`src/hw/rtl/stbe_pkg.sv`:
```
// Shared constants, types and fixed-point helpers for the smoothstep trajectory evaluator.
// Depends on nothing; the top level and stbe_div import it.
`timescale 1ns / 1ps

package stbe_pkg;

  localparam int FRAC_BITS      = 8;
  localparam int RATE_FRAC_BITS = 16;
  localparam int DIV_LAT        = 34;
  localparam int CFG_AW         = 3;

  localparam logic [15:0] BLEND_TC_RESET = 16'd256;

  typedef enum logic [0:0] {
    REG_BLEND_TC = 1'b0
  } reg_idx_e;

  typedef logic [31:0] word_t;

  function automatic word_t sext16(logic [15:0] v);
    return {{16{v[15]}}, v};
  endfunction

  function automatic word_t zext16(logic [15:0] v);
    return {16'b0, v};
  endfunction

  function automatic word_t asr(word_t x, int unsigned n);
    return word_t'($signed(x) >>> n);
  endfunction

  function automatic logic slt(word_t a, word_t b);
    return $signed(a) < $signed(b);
  endfunction

endpackage

```
`src/hw/rtl/stbe_div.sv`:
```
// Pipelined signed 32-bit divider, truncating toward zero, one quotient bit per stage.
// Depends on stbe_pkg; the stages advance only while en_i is high.
`timescale 1ns / 1ps

module stbe_div (
  input  logic            clk_i,
  input  logic            en_i,
  input  stbe_pkg::word_t num_i,
  input  stbe_pkg::word_t den_i,
  output stbe_pkg::word_t quo_o
);
  import stbe_pkg::*;

  localparam int Steps = 32;

  word_t       r_q    [Steps+1];
  word_t       n_q    [Steps+1];
  word_t       d_q    [Steps+1];
  logic        neg_q  [Steps+1];
  logic        zero_q [Steps+1];
  word_t       r_d    [Steps];
  word_t       n_d    [Steps];
  logic [32:0] trial  [Steps];
  word_t       quo_q;

  always_comb begin
    for (int k = 0; k < Steps; k++) begin
      trial[k] = {r_q[k], n_q[k][31]} - {1'b0, d_q[k]};
      if (!trial[k][32]) begin
        r_d[k] = trial[k][31:0];
        n_d[k] = {n_q[k][30:0], 1'b1};
      end else begin
        r_d[k] = {r_q[k][30:0], n_q[k][31]};
        n_d[k] = {n_q[k][30:0], 1'b0};
      end
    end
  end

  always_ff @(posedge clk_i) begin
    if (en_i) begin
      r_q[0]    <= '0;
      n_q[0]    <= num_i[31] ? word_t'(-num_i) : num_i;
      d_q[0]    <= den_i[31] ? word_t'(-den_i) : den_i;
      neg_q[0]  <= num_i[31] ^ den_i[31];
      zero_q[0] <= (den_i == '0);
      for (int k = 0; k < Steps; k++) begin
        r_q[k+1]    <= r_d[k];
        n_q[k+1]    <= n_d[k];
        d_q[k+1]    <= d_q[k];
        neg_q[k+1]  <= neg_q[k];
        zero_q[k+1] <= zero_q[k];
      end
      if (zero_q[Steps]) begin
        quo_q <= '0;
      end else if (neg_q[Steps]) begin
        quo_q <= word_t'(-n_q[Steps]);
      end else begin
        quo_q <= n_q[Steps];
      end
    end
  end

  assign quo_o = quo_q;

endmodule
```
`config.mk`:
```
export PLATFORM = sky130hd
export DESIGN_NAME = stbe_div
export DESIGN_NICKNAME = d
export VERILOG_FILES = /design/src/hw/rtl/stbe_pkg.sv /design/src/hw/rtl/stbe_div.sv
export SDC_FILE = /design/constraint.sdc
export NUM_CORES = 2
export LEC_CHECK = 0
export BUFFER_PORTS_ARGS = -buffer_cell sky130_fd_sc_hd__buf_2
export CORE_MARGIN = 4
export CORE_UTILIZATION = 65
export CTS_CLUSTER_DIAMETER = 120
export DETAILED_ROUTE_END_ITERATION = 8
export PLACE_DENSITY = 0.8
export REMOVE_ABC_BUFFERS = 1
export SYNTH_ARGS = -nofsm -noshare
export SYNTH_HDL_FRONTEND = slang
export SYNTH_SLANG_ARGS = --single-unit
```
`constraint.sdc`:
```
create_clock -name clk_i -period 12.8 [get_ports clk_i]
set_clock_uncertainty 0.1 [all_clocks]
set_input_delay 1.28 -clock clk_i [delete_from_list [all_inputs] [get_ports clk_i]]
set_output_delay 1.28 -clock clk_i [all_outputs]
set_load 0.005 [all_outputs]
```
==> results_dict.tcl <==
set metrics [dict create \
    fmax_mhz 167.9 \
    grt_max_degree 211 \
    dr.pass1.iters 8 \
    yosysSeqAreaShare_pct 59.84 \
    syn_avg_cell_area_um2 12.66 \
    worst_slew_pin_slew_ps 1309 \
    dp_slack_ps 7370 \
    synth-compound-area-share_pct 12.47 \
    synth_warnings 0 \
    critPathKind "reg -> reg" \
    crit_chain "ha_1, fa_1, nor2b_1, o2111ai_1, nand4b_1, nor3b_1, o311a_1, a21oi_1, o21ai_2, a221oi_1, o31ai_1, xor2_4, buf_4, mux2_2" \
    slowest_stage "nor3b_1" \
    required_ps 13330 \
    synth-main-ff-cell "edfxtp_1" \
    slew_headroom_pct 12.73 \
    grt_pass1_vias 103252 \
    outcome "complete, no violations" \
    area_growth_syn_to_layout_pct 9.312 \
    cts_root_buf "clkbuf_16" \
    vias 98806 \
    power.leakage_nw 70.15 \
    critPathMaxStageDelay_ps 860 \
    ant_nets 0 \
    clk_path_buf_depth 4 \
    die_w_um 502.7 \
    synth_seq_cells 3170 \
    cts.sinks 3170 \
    cts_tree "done" \
    drive_above_1_share_pct 9.122 \
    drt-total-wl_um 348000 \
    io_pins 98 \
    power.density_mw_per_mm2 263.1 \
    drc 0 \
    maxSlewViolCount 0 \
    synthMuxAreaShare_pct 3.962 \
    core_area_mm2 0.2435 \
    start_util_pct 65.34 \
    startpoint_type "register" \
    dp_hpwl_um 245200 \
    syn_inst 12567 \
    arrival_ps 6490 \
    grt_use_total_pct 27.22 \
    final_cell_mix "3170 x edfxtp_1, 1202 x inv_1, 996 x ha_1, 918 x nand2_1, 804 x o21ai_0" \
    yosys.area_share.adder_pct 8.212 \
    min_path_type "reg -> reg" \
    gr-total-overflow 0 \
    wl_per_cell_um 21.43 \
    post-route-worst-setup-slack_ps 6845 \
    layout_commonest_cell "edfxtp_1" \
    drtIter0Drc 7450 \
    fp-row-count 181 \
    cts.clk_slew.worst_paths_ps 70 \
    fp.dieH_um 502.7 \
    netlist_area_mm2 0.1591 \
    synth_edf_count 3170 \
    ys_types 102 \
    cts_setup_buffers 0 \
    finalHoldViolCount 0 \
    cts_buffers 339 \
    grt_pass1_wl_um 543500 \
    rsz0062_at_grt "no" \
    tns_ps 0 \
    period_share_pct 46.52 \
    worstPathMaxFanout 33 \
    async_flop_share_pct 0 \
    antenna_found_initial 5 \
    cp-end-kind "register" \
    clock_latency_ps 950 \
    hold_buffers 0 \
    max-vdd-ir-drop_mv 0.1552 \
    die_area_mm2 0.2527 \
    gp_congestion 0.9558 \
    place.port_buffers 97 \
    nets 13869 \
    yosys.area_share.simple_pct 6.804 \
    synth_xor_area_share_pct 5.029 \
    ctsResizeCount 0 \
    finalNonFillerCells 16237 \
    layout_min_cycle_time_ps 5955 \
    dp_cells 15638 \
    setup_violations 0 \
    synth_top_family_by_area "compound AO/OA/AOI/OAI gates" \
    cts_max_level 5 \
    vias_per_cell 6.085 \
    drv_cap 0 \
]
==> synth_stat cells, types with 69 or more instances <==
cell type	number	area [µm²]
and3_1	69	431.7
xnor2_1	566	4957
xor2_1	335	2934
nor2_1	444	1667
nor2b_1	148	925.9
inv_1	1202	4512
edfxtp_1	3170	95190
o21bai_1	93	698.2
mux2_2	427	4808
ha_1	996	12460
nor3_1	82	410.4
nand4_1	107	669.4
a21o_1	535	4016
nand2_1	918	3446
o21a_1	149	1119
a21oi_1	799	3999
nand2b_1	113	706.9
a31oi_1	81	506.7
o21ai_0	804	4024
o31ai_1	134	1006
nand3_1	156	780.8
clkbuf_1	230	863.3
==> layout make-up <==
| class | instances | area (µm²) |
|---|---|---|
| antenna | 11 | 27.53 |
| tap | 3202 | 4006 |
| clock buffer | 411 | 8860 |
| fill | 15474 | 69570 |
| timing repair buffer | 161 | 1106 |
| clock inverter | 177 | 1788 |
| inverter | 1203 | 4516 |
| multi-input combinational | 7902 | 58380 |
| sequential | 3170 | 95190 |
==> cell families (layout without fill, tap and decap cells) <==
| kind of cell | count (synthesis) | after routing |
|---|---|---|
| buffers and inverters | 1509 | 1952 |
| AO/OA/AOI/OAI | 3106 | 3106 |
| adder cells (fa/ha/maj) | 1026 | 1026 |
| XOR/XNOR | 907 | 907 |
| flip-flops | 3170 | 3170 |
| AND/OR/NAND/NOR | 2292 | 2292 |
| other | 1 | 26 |
| multiplexers | 556 | 556 |
==> flip-flops by register name, summed over array words and instances (netlist names) <==
register and cells:
r_q 992, d_q 1024, neg_q 33, n_q 1056
quo_o 32, zero_q 33
==> per-layer routing <==
metal / wire length [µm] / track usage (%) / vias to the layer above
met4: 25570 / 17.74 / 0
met3: 11640 / 3.071 / 1175
met2: 194400 / 53.83 / 2964
li1: - / - / 46835
met1: 116400 / 26.22 / 47832
met5: 0 / 0 / -
==> critical path, delay by kind of cell, from the launching register on <==
| kind | cells | cell delay [ps] |
|---|---|---|
| AOI/OAI and AO/OA | 6 | 1940 |
| and+or+nand+nor | 3 | 1310 |
| adders and majority gates | 2 | 710 |
| buffers and inverters | 1 | 490 |
| DFF | 1 | 450 |
| muxes | 1 | 410 |
| xor gates and xnor gates | 1 | 200 |
==> final timing paths <==
kind | startpoint | end | slack, ps | cells past startpoint
hold / removal | n_q[1][163] | n_q[1][196] | 260 | 0
hold reg to reg | n_q[1][163] | n_q[1][196] | 260 | 0
setup reg to reg | d_q[0][736] | r_q[0][794] | 6840 | 14
setup / recovery | d_q[0][736] | r_q[0][794] | 6840 | 14
==> per-stage QoR <==
step           total power, mW  hold slack (ps)  cell area [µm²]  util (%)
4_1_cts                  45.66            254.6           173900     71.41
3_3_place_gp             34.99            300.2           163200     67.04
5_1_grt                  48.37            261.1           173900     71.42
2_1_floorplan            30.56            300.3           157800         -
6_report                 45.74            257.1           173900     71.42
3_5_place_dp             35.85            304.5           163200     67.04
==> power breakdown <==
part / internal (mW) / total, mW / leakage [nW] / switching [mW]
Combinational: 8.60 / 20.0 / 33.8 / 11.4
Sequential: 14.9 / 16.3 / 31.1 / 1.32
Clock: 5.55 / 9.53 / 5.18 / 3.98
Total: 29.1 / 45.7 / 70.2 / 16.7
Note: power is estimated with default switching activity, not from simulation.
